### config.mk
export PLATFORM = sky130hd
export DESIGN_NAME = button_debounce_combo_autofire
export DESIGN_NICKNAME = d
export VERILOG_FILES = /design/src/rtl/core/bcaf_pkg.sv /design/src/rtl/core/bcaf_debounce.sv /design/src/rtl/core/bcaf_combo.sv /design/src/rtl/core/button_debounce_combo_autofire.sv
export SDC_FILE = /design/constraint.sdc
export NUM_CORES = 2
export LEC_CHECK = 0
export ABC_AREA = 1
export BUFFER_PORTS_ARGS = -buffer_cell sky130_fd_sc_hd__buf_2
export CELL_PAD_IN_SITES_DETAIL_PLACEMENT = 0
export CELL_PAD_IN_SITES_GLOBAL_PLACEMENT = 2
export CORE_MARGIN = 2
export CORE_UTILIZATION = 38
export CTS_CLUSTER_DIAMETER = 40
export DETAILED_ROUTE_END_ITERATION = 12
export PLACE_DENSITY = 0.88
export SLEW_MARGIN = 20
export SYNTH_ARGS = -nofsm -noshare
export SYNTH_HDL_FRONTEND = slang
export SYNTH_SLANG_ARGS = --single-unit
### constraint.sdc
create_clock -name clock -period 12.98 [get_ports clock]
set_input_delay 2.596 -clock clock [delete_from_list [all_inputs] [get_ports clock]]
set_output_delay 2.596 -clock clock [all_outputs]
set_load 0.005 [all_outputs]
### src/rtl/core/bcaf_pkg.sv
package bcaf_pkg;

   // Button positions in the debounced level word.
   localparam int unsigned NUM_BUTTONS = 5;
   localparam int unsigned NUM_FIRE    = 3;
   localparam int unsigned BTN_SPEED   = 3;
   localparam int unsigned BTN_AXIS    = 4;

   // Field widths.
   localparam int unsigned TIME_W     = 32;
   localparam int unsigned INTERVAL_W = 20;
   localparam int unsigned SPEED_W    = 4;
   localparam int unsigned BLINK_W    = 5;
   localparam int unsigned CSR_IDX_W  = 3;

   // Number of speed steps; the index wraps after the last one.
   localparam int unsigned SPEED_LEVELS = 4;
   localparam logic [SPEED_W-1:0] SPEED_LAST = SPEED_W'(SPEED_LEVELS - 1);
   localparam logic [SPEED_W:0]   SPEED_LIMIT = (SPEED_W + 1)'(SPEED_LEVELS);

   // Combo flag bit positions.
   localparam int unsigned CF_SPD_ACTIVE = 0;
   localparam int unsigned CF_SPD_USED   = 1;
   localparam int unsigned CF_MS_ACTIVE  = 2;
   localparam int unsigned CF_MS_ARMED   = 3;

   // Register map of the configuration port.
   typedef enum logic [CSR_IDX_W-1:0] {
      CSR_DEBOUNCE_INTERVAL = 3'd0,
      CSR_AUTOFIRE_INTERVAL = 3'd1,
      CSR_GAMEPAD_MODE      = 3'd2,
      CSR_START_SPEED       = 3'd3,
      CSR_START_AUTOFIRE    = 3'd4
   } csr_index_type;

   // Debouncer status for the current sample.
   typedef struct packed {
      logic [NUM_BUTTONS-1:0] levels;
      logic [NUM_BUTTONS-1:0] accepted;
   } deb_status_type;

   // Live configuration seen by the combo logic.
   typedef struct packed {
      logic [INTERVAL_W-1:0] autofire_interval_us;
      logic                  gamepad_mode;
   } combo_cfg_type;

   // One result item.
   typedef struct packed {
      logic [NUM_BUTTONS-1:0] report_buttons;
      logic                   axis_select;
      logic [SPEED_W-1:0]     speed_setting;
      logic [NUM_FIRE-1:0]    autofire_enables;
      logic                   save_request;
      logic                   mode_switch_request;
      logic [BLINK_W-1:0]     blink_count;
      logic                   activity_pulse;
   } result_type;

endpackage

### src/rtl/core/bcaf_debounce.sv
module bcaf_debounce import bcaf_pkg::*; (
   input  logic                   clock,
   input  logic                   reset,
   input  logic                   step,
   input  logic [TIME_W-1:0]      now_us,
   input  logic [NUM_BUTTONS-1:0] raw_levels,
   input  logic [INTERVAL_W-1:0]  debounce_interval_us,
   output deb_status_type         status
);

   logic [NUM_BUTTONS-1:0] levels_ff;
   logic [NUM_BUTTONS-1:0] levels_in;
   logic [NUM_BUTTONS-1:0] accepted;
   logic [TIME_W-1:0]      change_time_ff [NUM_BUTTONS];
   logic [TIME_W-1:0]      change_time_in [NUM_BUTTONS];
   logic [TIME_W-1:0]      change_eff     [NUM_BUTTONS];
   logic [TIME_W-1:0]      change_due     [NUM_BUTTONS];

   // Per-button lockout: a change time in the future counts as zero, and a raw
   // change is taken once the lockout since the last taken change has run out.
   always_comb begin
      for (int i = 0; i < NUM_BUTTONS; i++) begin
         change_eff[i] = (change_time_ff[i] > now_us) ? '0 : change_time_ff[i];
         change_due[i] = change_eff[i] + TIME_W'(debounce_interval_us);
         accepted[i]   = (raw_levels[i] != levels_ff[i]) && (change_due[i] <= now_us);
         levels_in[i]  = accepted[i] ? raw_levels[i] : levels_ff[i];
         change_time_in[i] = accepted[i] ? now_us : change_eff[i];
      end
   end

   assign status.levels   = levels_in;
   assign status.accepted = accepted;

   // Debouncer state advances with each transferred sample.
   always_ff @(posedge clock) begin
      if (reset) begin
         levels_ff <= '0;
         for (int i = 0; i < NUM_BUTTONS; i++) begin
            change_time_ff[i] <= '0;
         end
      end else if (step) begin
         levels_ff <= levels_in;
         for (int i = 0; i < NUM_BUTTONS; i++) begin
            change_time_ff[i] <= change_time_in[i];
         end
      end
   end

endmodule

### src/rtl/core/bcaf_combo.sv
module bcaf_combo import bcaf_pkg::*; (
   input  logic                 clock,
   input  logic                 reset,
   input  logic                 step,
   input  logic [TIME_W-1:0]    now_us,
   input  deb_status_type       status,
   input  combo_cfg_type        cfg,
   input  logic                 load_speed,
   input  logic                 load_autofire,
   input  logic [SPEED_W-1:0]   load_value,
   output result_type           result
);

   logic [3:0]          combo_ff;
   logic [3:0]          combo_in;
   logic [SPEED_W-1:0]  speed_ff;
   logic [SPEED_W-1:0]  speed_in;
   logic                axis_ff;
   logic                axis_in;
   logic [NUM_FIRE-1:0] enables_ff;
   logic [NUM_FIRE-1:0] enables_in;
   logic [NUM_FIRE-1:0] phase_ff;
   logic [NUM_FIRE-1:0] phase_in;
   logic [TIME_W-1:0]   toggle_time_ff [NUM_FIRE];
   logic [TIME_W-1:0]   toggle_time_in [NUM_FIRE];
   logic [TIME_W-1:0]   since_toggle   [NUM_FIRE];

   logic                   mouse;
   logic                   spd;
   logic                   axs;
   logic [NUM_FIRE-1:0]    fire_lv;
   logic [NUM_FIRE-1:0]    fire_out;
   logic [NUM_FIRE-1:0]    fire_en;
   logic [NUM_FIRE-1:0]    final_bits;
   logic                   save;
   logic                   msreq;
   logic                   act;
   logic [BLINK_W-1:0]     blink;
   logic [SPEED_W-1:0]     preset_speed;

   assign mouse   = ~cfg.gamepad_mode;
   assign spd     = status.levels[BTN_SPEED];
   assign axs     = status.levels[BTN_AXIS];
   assign fire_lv = status.levels[NUM_FIRE-1:0];

   // An out-of-range preset speed loads as the first step.
   assign preset_speed = ({1'b0, load_value} < SPEED_LIMIT) ? load_value : '0;

   // Speed release, axis toggle, mode-switch and speed+fire combos.
   always_comb begin
      combo_in   = combo_ff;
      speed_in   = speed_ff;
      axis_in    = axis_ff;
      enables_in = enables_ff;
      save       = 1'b0;
      msreq      = 1'b0;
      blink      = '0;

      if (status.accepted[BTN_SPEED] && !spd) begin
         if (!combo_ff[CF_SPD_USED] && !combo_ff[CF_MS_ACTIVE]) begin
            if (mouse) begin
               speed_in = (speed_ff == SPEED_LAST) ? '0 : speed_ff + 1'b1;
               blink    = {1'b0, speed_in} + 1'b1;
            end
            save = 1'b1;
         end
         combo_in[CF_SPD_ACTIVE] = 1'b0;
         combo_in[CF_SPD_USED]   = 1'b0;
      end

      if (status.accepted[BTN_AXIS] && axs && !spd) begin
         axis_in = ~axis_ff;
      end

      if (!spd || !axs) begin
         combo_in[CF_MS_ACTIVE] = 1'b0;
         combo_in[CF_MS_ARMED]  = 1'b1;
      end
      if (combo_in[CF_MS_ARMED] && spd && axs && !combo_in[CF_MS_ACTIVE]) begin
         combo_in[CF_MS_ACTIVE] = 1'b1;
         combo_in[CF_SPD_USED]  = 1'b1;
         combo_in[CF_MS_ARMED]  = 1'b0;
         msreq = 1'b1;
      end

      // Only the lowest pressed fire button has its autofire toggled.
      if (mouse && !combo_in[CF_MS_ACTIVE] && !combo_in[CF_SPD_ACTIVE] && spd &&
          (fire_lv != '0)) begin
         combo_in[CF_SPD_ACTIVE] = 1'b1;
         combo_in[CF_SPD_USED]   = 1'b1;
         save = 1'b1;
         if (fire_lv[0]) begin
            enables_in[0] = ~enables_ff[0];
         end else if (fire_lv[1]) begin
            enables_in[1] = ~enables_ff[1];
         end else begin
            enables_in[2] = ~enables_ff[2];
         end
      end
   end

   // Fire buttons are masked while a speed combo is held.
   assign fire_out = combo_in[CF_SPD_ACTIVE] ? '0 : fire_lv;
   assign fire_en  = mouse ? enables_in : '0;

   // Autofire oscillators, one per fire button.
   always_comb begin
      act = 1'b0;
      for (int i = 0; i < NUM_FIRE; i++) begin
         since_toggle[i]   = now_us - toggle_time_ff[i];
         phase_in[i]       = phase_ff[i];
         toggle_time_in[i] = toggle_time_ff[i];
         if (fire_en[i] && fire_out[i]) begin
            if (since_toggle[i] >= TIME_W'(cfg.autofire_interval_us)) begin
               phase_in[i]       = ~phase_ff[i];
               toggle_time_in[i] = now_us;
               if (!phase_ff[i]) begin
                  act = 1'b1;
               end
            end
         end else begin
            toggle_time_in[i] = now_us;
            phase_in[i]       = 1'b0;
         end
         final_bits[i] = fire_en[i] ? phase_in[i] : fire_out[i];
      end
   end

   assign result.report_buttons      = {axs, spd, final_bits};
   assign result.axis_select         = axis_in;
   assign result.speed_setting       = speed_in;
   assign result.autofire_enables    = enables_in;
   assign result.save_request        = save;
   assign result.mode_switch_request = msreq;
   assign result.blink_count         = blink;
   assign result.activity_pulse      = act;

   // State registers; preset writes load directly and win over a sample step.
   always_ff @(posedge clock) begin
      if (reset) begin
         combo_ff   <= '0;
         speed_ff   <= '0;
         axis_ff    <= 1'b0;
         enables_ff <= '0;
         phase_ff   <= '0;
         for (int i = 0; i < NUM_FIRE; i++) begin
            toggle_time_ff[i] <= '0;
         end
      end else begin
         if (load_speed) begin
            speed_ff <= preset_speed;
         end else if (step) begin
            speed_ff <= speed_in;
         end
         if (load_autofire) begin
            enables_ff <= load_value[NUM_FIRE-1:0];
         end else if (step) begin
            enables_ff <= enables_in;
         end
         if (step) begin
            combo_ff <= combo_in;
            axis_ff  <= axis_in;
            phase_ff <= phase_in;
            for (int i = 0; i < NUM_FIRE; i++) begin
               toggle_time_ff[i] <= toggle_time_in[i];
            end
         end
      end
   end

endmodule

### src/rtl/core/button_debounce_combo_autofire.sv
// Five-button debouncer with speed/axis combos and autofire.
//
// Input channel (req_): one sample per transfer, a 32-bit microsecond
// timestamp and five raw button levels. Result channel (rsp_): one result
// per sample with the report button word, the axis, speed and autofire
// settings, and the save, mode-switch, blink and activity requests.
// A transfer happens when valid is high and stall is low.
//
// A sample's result is registered: it is shown in the output register in
// the cycle after the transfer. Throughput is one sample per cycle while
// the receiver does not stall; the whole step is one pass of compare and
// toggle logic between the button state and the output register.
//
// When the receiver stalls, the result holds in the output register and
// req_stall rises, so no further sample is taken until it drains.
// Reset clears the output valid flag, the debouncers and the combo state and
// restores the register defaults. Writes on the csr_ port take effect at the
// next edge; the two preset registers also load the speed index and the
// autofire enables directly.
module button_debounce_combo_autofire import bcaf_pkg::*; (
   input  logic                   clock,
   input  logic                   reset,

   input  logic                   req_valid,
   output logic                   req_stall,
   input  logic [TIME_W-1:0]      req_now_us,
   input  logic                   req_fire1_level,
   input  logic                   req_fire2_level,
   input  logic                   req_fire3_level,
   input  logic                   req_speed_level,
   input  logic                   req_axis_level,

   output logic                   rsp_valid,
   input  logic                   rsp_stall,
   output logic [NUM_BUTTONS-1:0] rsp_report_buttons,
   output logic                   rsp_axis_select,
   output logic [SPEED_W-1:0]     rsp_speed_setting,
   output logic [NUM_FIRE-1:0]    rsp_autofire_enables,
   output logic                   rsp_save_request,
   output logic                   rsp_mode_switch_request,
   output logic [BLINK_W-1:0]     rsp_blink_count,
   output logic                   rsp_activity_pulse,

   input  logic                   csr_we,
   input  logic [CSR_IDX_W-1:0]   csr_index,
   input  logic [INTERVAL_W-1:0]  csr_wdata
);

   logic [INTERVAL_W-1:0] debounce_interval_ff;
   logic [INTERVAL_W-1:0] autofire_interval_ff;
   logic                  gamepad_mode_ff;
   logic                  load_speed;
   logic                  load_autofire;
   logic                  step;
   logic                  rsp_valid_ff;
   result_type            result;
   result_type            result_ff;
   deb_status_type        status;
   combo_cfg_type         combo_cfg;

   // The output register frees up when it is empty or being drained.
   assign req_stall = rsp_valid_ff & rsp_stall;
   assign step      = req_valid & ~req_stall;

   // Configuration registers.
   always_ff @(posedge clock) begin
      if (reset) begin
         debounce_interval_ff <= INTERVAL_W'(10000);
         autofire_interval_ff <= INTERVAL_W'(50000);
         gamepad_mode_ff      <= 1'b0;
      end else if (csr_we) begin
         case (csr_index)
            CSR_DEBOUNCE_INTERVAL: debounce_interval_ff <= csr_wdata;
            CSR_AUTOFIRE_INTERVAL: autofire_interval_ff <= csr_wdata;
            CSR_GAMEPAD_MODE:      gamepad_mode_ff      <= csr_wdata[0];
            default: ;
         endcase
      end
   end

   assign load_speed    = csr_we && (csr_index == CSR_START_SPEED);
   assign load_autofire = csr_we && (csr_index == CSR_START_AUTOFIRE);

   assign combo_cfg.autofire_interval_us = autofire_interval_ff;
   assign combo_cfg.gamepad_mode         = gamepad_mode_ff;

   bcaf_debounce u_debounce (
      .clock                (clock),
      .reset                (reset),
      .step                 (step),
      .now_us               (req_now_us),
      .raw_levels           ({req_axis_level, req_speed_level, req_fire3_level,
                              req_fire2_level, req_fire1_level}),
      .debounce_interval_us (debounce_interval_ff),
      .status               (status)
   );

   bcaf_combo u_combo (
      .clock         (clock),
      .reset         (reset),
      .step          (step),
      .now_us        (req_now_us),
      .status        (status),
      .cfg           (combo_cfg),
      .load_speed    (load_speed),
      .load_autofire (load_autofire),
      .load_value    (csr_wdata[SPEED_W-1:0]),
      .result        (result)
   );

   // Output register.
   always_ff @(posedge clock) begin
      if (reset) begin
         rsp_valid_ff <= 1'b0;
      end else if (step) begin
         rsp_valid_ff <= 1'b1;
      end else if (!rsp_stall) begin
         rsp_valid_ff <= 1'b0;
      end
   end

   always_ff @(posedge clock) begin
      if (step) begin
         result_ff <= result;
      end
   end

   assign rsp_valid               = rsp_valid_ff;
   assign rsp_report_buttons      = result_ff.report_buttons;
   assign rsp_axis_select         = result_ff.axis_select;
   assign rsp_speed_setting       = result_ff.speed_setting;
   assign rsp_autofire_enables    = result_ff.autofire_enables;
   assign rsp_save_request        = result_ff.save_request;
   assign rsp_mode_switch_request = result_ff.mode_switch_request;
   assign rsp_blink_count         = result_ff.blink_count;
   assign rsp_activity_pulse      = result_ff.activity_pulse;

endmodule

### Yosys cells after proc, flatten, opt, wreduce, memory -nomap -nowiden

Memory sizes are Yosys's and may differ from the RTL's.
Cells that the tools add are included.

| cells by class | value |
|---|---|
| bitwise logic cells | 21 |
| $lt $le $gt $ge | 14 |
| $add $sub $neg | 10 |
| reduce and logical (&&, ||, !) cells | 39 |
| muxes and demuxes | 78 |
| eq/ne operators | 11 |

Operators by type and width:

| operator | number |
|---|---|
| $mux W32 | 24 |
| $add A32 B20 Y32 | 5 |
| $gt A32 B32 Y1 | 5 |
| $le A32 B32 Y1 | 5 |
| $ge A32 B20 Y1 | 3 |
| $sub A32 B32 Y32 | 3 |
| $mux W1 | 37 |
| $mux W4 | 7 |
| $logic_and A1 B1 Y1 | 21 |
| $mux W3 | 6 |
| $not A1 Y1 | 11 |
| $mux W2 | 4 |
| $or A1 B1 Y1 | 8 |
| $reduce_and A2 Y1 | 4 |
| $logic_not A1 Y1 | 7 |
| $eq A3 B2 Y1 const B | 2 |
| $reduce_bool A3 Y1 | 2 |
| $add A4 B1 Y5 const B | 1 |
| $ne A1 B1 Y1 | 5 |
| $add A4 B1 Y4 const B | 1 |
| $eq A4 B2 Y1 const B | 1 |
| $lt A4 B3 Y1 const B | 1 |
| $reduce_bool A2 Y1 | 2 |
| $eq A3 B1 Y1 const B | 1 |
| 6 further kinds | 7 |

| word-level totals | value |
|---|---|
| bits in writable memories | 256 |
| output and inout bits | 23 |
| bits of input ports | 65 |
| memories kept | 2 |
| flip-flop bits (word level) | 83 |

Memories:

| name | words | bits a word | read ports | clocked after Yosys merged registers in | wr ports | line | text |
|---|---|---|---|---|---|---|---|
| u_debounce.change_time_ff | 5 | 32 | 5 | 0 | 5 | bcaf_debounce.sv:14 | `logic [TIME_W-1:0] change_time_ff [NUM_BUTTONS];` |
| u_combo.toggle_time_ff | 3 | 32 | 3 | 0 | 3 | bcaf_combo.sv:24 | `logic [TIME_W-1:0] toggle_time_ff [NUM_FIRE];` |

### Depth between registers and ports, before layout

| depth | value |
|---|---|
| word-level depth | 28 |
| mapped depth | 51 |
| mapped depth without buffers | 49 |

### Modules after synthesis

Synthesis repeated with hierarchy kept, for this count alone.

| second synthesis, totals | value |
|---|---|
| cells, all modules | 5406 |
| area, all modules | 37232.0 um2 |

Modules (own cells, without submodules):

| module | area each (um2) | times used | sequential area each (um2) | cells an instance |
|---|---|---|---|---|
| bcaf_debounce | 22337.7 | 1 | 4904.7 | 3204 |
| bcaf_combo | 12554.5 | 1 | 3183.1 | 1933 |
| button_debounce_combo_autofire | 2339.7 | 1 | 1471.4 | 269 |

### Worst setup path after synthesis

OpenSTA, ideal clock, no wires.

| path | value |
|---|---|
| kind | input -> register |
| from | input req_now_us[31] |
| to | memory u_combo.toggle_time_ff[0][0], enable pin |
| path buffers | 3 |
| data arrival time | 9483 ps |
| stages | 45 |
| path slack | 3065 ps |
| setup time | 432 ps |
| path through | clkbuf_1 > inv_1 > ha_1 > nand2_1 > nor2_1 > nand4_1 > nor4_2 > nand3_1 > nand2_1 > buf_2 > buf_1 > nand2_1 > inv_1 > ha_1 > a21oi_1 > o21ai_0 > a21oi_1 > nor3_1 > [9 not listed] > nand2_1 > ha_1 > nand2_1 > nor2_1 > inv_1 > nor3_2 > nand2_1 > nand2_1 > nand2_1 > nand2_1 > nand2_1 > nand3_4 > nand3_4 > nand2_2 > inv_2 > nand2_2 > nor2_2 > a21oi_1 |

RTL lines:

| element | line | text |
|---|---|---|
| start, declared | button_debounce_combo_autofire.sv:26 | `input logic [TIME_W-1:0] req_now_us,` |
| end, declared | bcaf_combo.sv:24 |  |

==> summary by stage <==
Logic synthesis
After synthesis, the cell types taking the most area are sky130_fd_sc_hd__edfxtp_1 (24%), sky130_fd_sc_hd__ha_1 (20%), sky130_fd_sc_hd__nand2_1 (12%), sky130_fd_sc_hd__a21oi_1 (8.1%), sky130_fd_sc_hd__inv_1 (6.6%). The commonest cells after synthesis are sky130_fd_sc_hd__nand2_1 (1084), sky130_fd_sc_hd__inv_1 (622), sky130_fd_sc_hd__ha_1 (576). Synthesis handed over a netlist of 4815 instances. The cell area that synthesis handed to floorplanning was 35300 sq um.

The cell taking the most area after synthesis is sky130_fd_sc_hd__edfxtp_1. The share of Yosys cell area claimed by the top area cell type is 23.6%. The distinct cell type count of the synthesized netlist is 62. During synthesis, Yosys emitted a total of 0 warnings. Of the synthesized area, sequential elements account for 27.1%.

Yosys instantiated no cell more often than sky130_fd_sc_hd__nand2_1. A synthesized cell averages 7.33 sq um. The post-synthesis register bit count is 339. After synthesis, the share of flip-flops with an asynchronous set or reset is 0%. Yosys mapped a number of flops with a built-in enable equal to 277. The prevailing post-synth register cell is sky130_fd_sc_hd__edfxtp_1. The number of nets in the synthesized netlist is 5464.

CTS
The number of gates resized after cts is 0. The tree built by TritonCTS fans out to 339 sinks. The clock edge transition at the registers on the reported setup and hold paths is 0.05 ns. The CTS tree is done. For this design, the CTS-stage hold fixing added 0 buffers. The clock tree synthesis step divided the H-tree into 3 levels. The number of buffers on the longest clock path is 3. The number of buffers added by the clock tree synthesis step is 73. The number of post-CTS setup repair buffers is 0. The insertion delay of the later-clocked pin in the worst-skew pair is 0.63 ns. The clock root buffer is sky130_fd_sc_hd__clkbuf_16.

STA
The transition at the pin with the smallest max-transition slack is 1.00 ns. Setup violations remaining at the end of the flow were counted as 0. The final-report hold violation count is 0.

Clock skew on the completed layout was measured at 0.0329 ns. The period utilization is 81.3%. The maximum achievable frequency is 0.0947 GHz. The total negative setup slack is 0 ns.

Setup repair after global routing left no endpoint under its margin. In this run the tightest slew margin relative to its limit is 33.2%. The minimum clock period after layout is 10.56 ns. The number of pins with negative max-slew slack in the final report is 0.

Worst setup path
The terminus of the critical flop-to-flop path is u_combo.toggle_time_ff[0][66]. The startpoint type of the worst setup path is an input pin. The worst setup path is captured at a flip-flop. The kind of cell with the highest combined delay along the critical path is simple AND/OR/NAND/NOR gates. Measured in cells, the most critical reg-to-reg path has a length of 45. STA puts the critical path data required time at 13.30 ns. The startpoint identified for the worst register-to-register timing path is u_debounce.change_time_ff[0][157]. The largest individual stage delay along the critical path comes from the cell sky130_fd_sc_hd__nor4_1. Along the worst path, the maximum fanout reaches 26. In this run the register-to-register setup slack is 4.74 ns. Data arrives at the worst endpoint at 10.87 ns. The most numerous cell type found on the critical path is sky130_fd_sc_hd__nand2_1. The critical path class is input pin to flip-flop.

On the worst path, the slowest cell contributes a delay of 0.65 ns. The number of buffers and inverters on the critical path is 6.

Placement
The number of placed instances, taps included, is 6083. Summing all placed instances gives a cell area of 37200 sq um. The weighted congestion at the end of routability-driven global placement is 0.941. The number of I/O port buffers is 87. Once detailed placement completed, the half-perimeter wirelength came to 101 mm.

Finish
The summed area of non-filler cells in the final layout is 39700 sq um. Of the cells placed in the final design, the portion with a size suffix greater than 1 is 6.57%. The post-route non-filler standard cell count is 6219. The synthesis-to-finish area growth is 12.5%. After the last flow step, the layout net total stands at 5565.

Global route
Entering global routing, the biggest net connects 95 pins. The via count of the first global-routing pass is 32541. Across every metal layer, demand over resource in global routing totals 25.8%. The final global-route overflow total is 0. The initial antenna violation count is 3. The first global-routing pass estimated 187 mm of wire.

Floorplan
The die is 309 um tall. The area of the die is 95300 sq um. The number of core rows is 111. The core region is 91800 sq um. For this design the top-level I/O count stands at 88. The starting density of the core is 38.4%. The overall die width is 309 um.

Detailed routing
For this block, the initial DRC count from the detailed router was 2041. The detailed-route wire length is 124 mm. The total vias in the final route is 33019. After detailed routing, the number of vias per cell comes to 5.31. Once detail routing completed, the nets flagged for antenna violations numbered 0. In the routed design, unresolved DRC markers number 0. Before antenna repair, the detailed router went through 5 iterations. The detail-routed net length per standard cell is 19.9 um.

Pwr
Summed over all cells, the static leakage comes to 19.2 nW. The internal portion of the total power is 3.10 mW. Dividing total power by cell area gives a power density of 124 nW/um^2. In this run switching power makes up 36.9% of total power.

The clock power share is 39.3%. The part of the power in registers is 27.5%. The maximum ir drop on the vdd rail is 97.8 uV. The switching power total is 1.82 mW.

The share of power burned in combinational logic is 33.2%. The total design power is 4.92 mW.

Worst hold path
Counting instances, the worst hold path has a depth of 2. The worst hold-check path type is flip-flop to flip-flop. The start point of the worst min-delay path is u_combo.phase_ff[0]. The endpoint of the worst hold path is u_combo.phase_ff[0].

Outcome
The flow ran to the end, and the final reports show no timing, DRC or antenna violations.

Flow run
The reported max-cap violation count is 0.
-- state kept, by name, summed over array words and instances (netlist names), 5 cells and up --
signal / cells
u_debounce.change_time_ff: 160
u_combo.toggle_time_ff: 96
autofire_interval_ff: 20
debounce_interval_ff: 20
rsp_blink_count: 5
rsp_report_buttons: 5
u_debounce.levels_ff: 5
-- power groups by stage --
stage | combinational (mW) | clock, mW | sequential, mW
floorplan | 1.16 | 0 | 1.35
global placement | 1.61 | 0 | 1.37
detailed placement | 1.62 | 0 | 1.37
CTS | 1.63 | 1.96 | 1.35
global route | 1.85 | 2.01 | 1.36
finish | 1.63 | 1.93 | 1.35
-- cell type report --
type	count	area, sq um
antenna	1	2.50
clock buffer	92	1990
clock inverter	42	519
fill	9525	52100
inverter	628	2360
multi-input combinational	3762	23100
sequential	339	9560
tap	1243	1560
timing repair buffer	112	643
-- metrics by stage --
stage                     util, %  setup WS [ns]  hold WS, ns
after global placement       40.5           1.58        0.440
after CTS                    43.2           2.13        0.457
after floorplan                 -           3.06        0.426
after global routing         43.2           1.70        0.483
final                        43.2           2.42        0.455
after detailed placement     40.5           1.49        0.445
-- per-layer routing --
layer	vias up	track usage (%)	share of wire [%]
li1	16664	-	-
met1	15424	31.7	43
met2	729	45.5	48
met3	202	2.50	3.8
met4	0	11.9	4.8
met5	-	0	0
-- how the worst max path moves through the flow --
stage / slack [ns] / endpoint / cells past startpoint / start
CTS: 2.13 / u_combo.toggle_time_ff[0][69] / 46 / req_now_us[28]
global route: 1.70 / u_combo.toggle_time_ff[0][68] / 47 / req_now_us[28]
detailed placement: 1.49 / u_combo.toggle_time_ff[0][65] / 46 / req_now_us[28]
global placement: 1.58 / u_combo.toggle_time_ff[0][67] / 38 / req_now_us[28]
finish: 2.42 / u_combo.toggle_time_ff[0][66] / 47 / req_now_us[28]
floorplan: 3.06 / u_combo.toggle_time_ff[0][0] / 45 / req_now_us[31]
-- worst reg2reg max path: cells and delay by family (launching register included) --
kind | cells | cell delay [ns]
buffers and inverters | 4 | 0.84
adders and majority gates | 3 | 1.01
DFF | 1 | 0.46
AOI/OAI and AO/OA | 3 | 0.66
and+or+nand+nor | 35 | 4.94
-- cell usage in the layout (no fill, tap or decap), types with 8 or more instances in the layout --
cell type / instances
sky130_fd_sc_hd__nand2_1: 1083
sky130_fd_sc_hd__inv_1: 621
sky130_fd_sc_hd__ha_1: 576
sky130_fd_sc_hd__a21oi_1: 572
sky130_fd_sc_hd__nor2_1: 383
sky130_fd_sc_hd__o21ai_0: 329
sky130_fd_sc_hd__edfxtp_1: 277
sky130_fd_sc_hd__nand3_1: 228
sky130_fd_sc_hd__xor2_1: 135
sky130_fd_sc_hd__buf_2: 87
sky130_fd_sc_hd__nand4_1: 86
sky130_fd_sc_hd__clkbuf_16: 75
sky130_fd_sc_hd__xnor2_1: 62
sky130_fd_sc_hd__dfxtp_1: 62
sky130_fd_sc_hd__nor3_1: 51
sky130_fd_sc_hd__o21bai_1: 27
sky130_fd_sc_hd__buf_4: 24
sky130_fd_sc_hd__o21a_1: 23
sky130_fd_sc_hd__nand2_2: 23
sky130_fd_sc_hd__o211ai_1: 19
sky130_fd_sc_hd__a31oi_1: 19
sky130_fd_sc_hd__a21o_1: 12
sky130_fd_sc_hd__nor3_2: 12
sky130_fd_sc_hd__clkbuf_1: 12
sky130_fd_sc_hd__clkinvlp_4: 10
sky130_fd_sc_hd__nand3b_1: 9
sky130_fd_sc_hd__o22ai_1: 9
sky130_fd_sc_hd__clkinv_2: 9
sky130_fd_sc_hd__bufinv_16: 9
sky130_fd_sc_hd__fa_1: 8
-- logic make-up after synthesis --
group | share of synthesized area [%]
adders and majority gates | 20.9
AOI/OAI and AO/OA | 16.1
xor gates and xnor gates | 4.89
DFF | 27.1
buffers and inverters | 7.74
and+or+nand+nor | 23.3
Note: power is estimated with default switching activity, not from simulation.
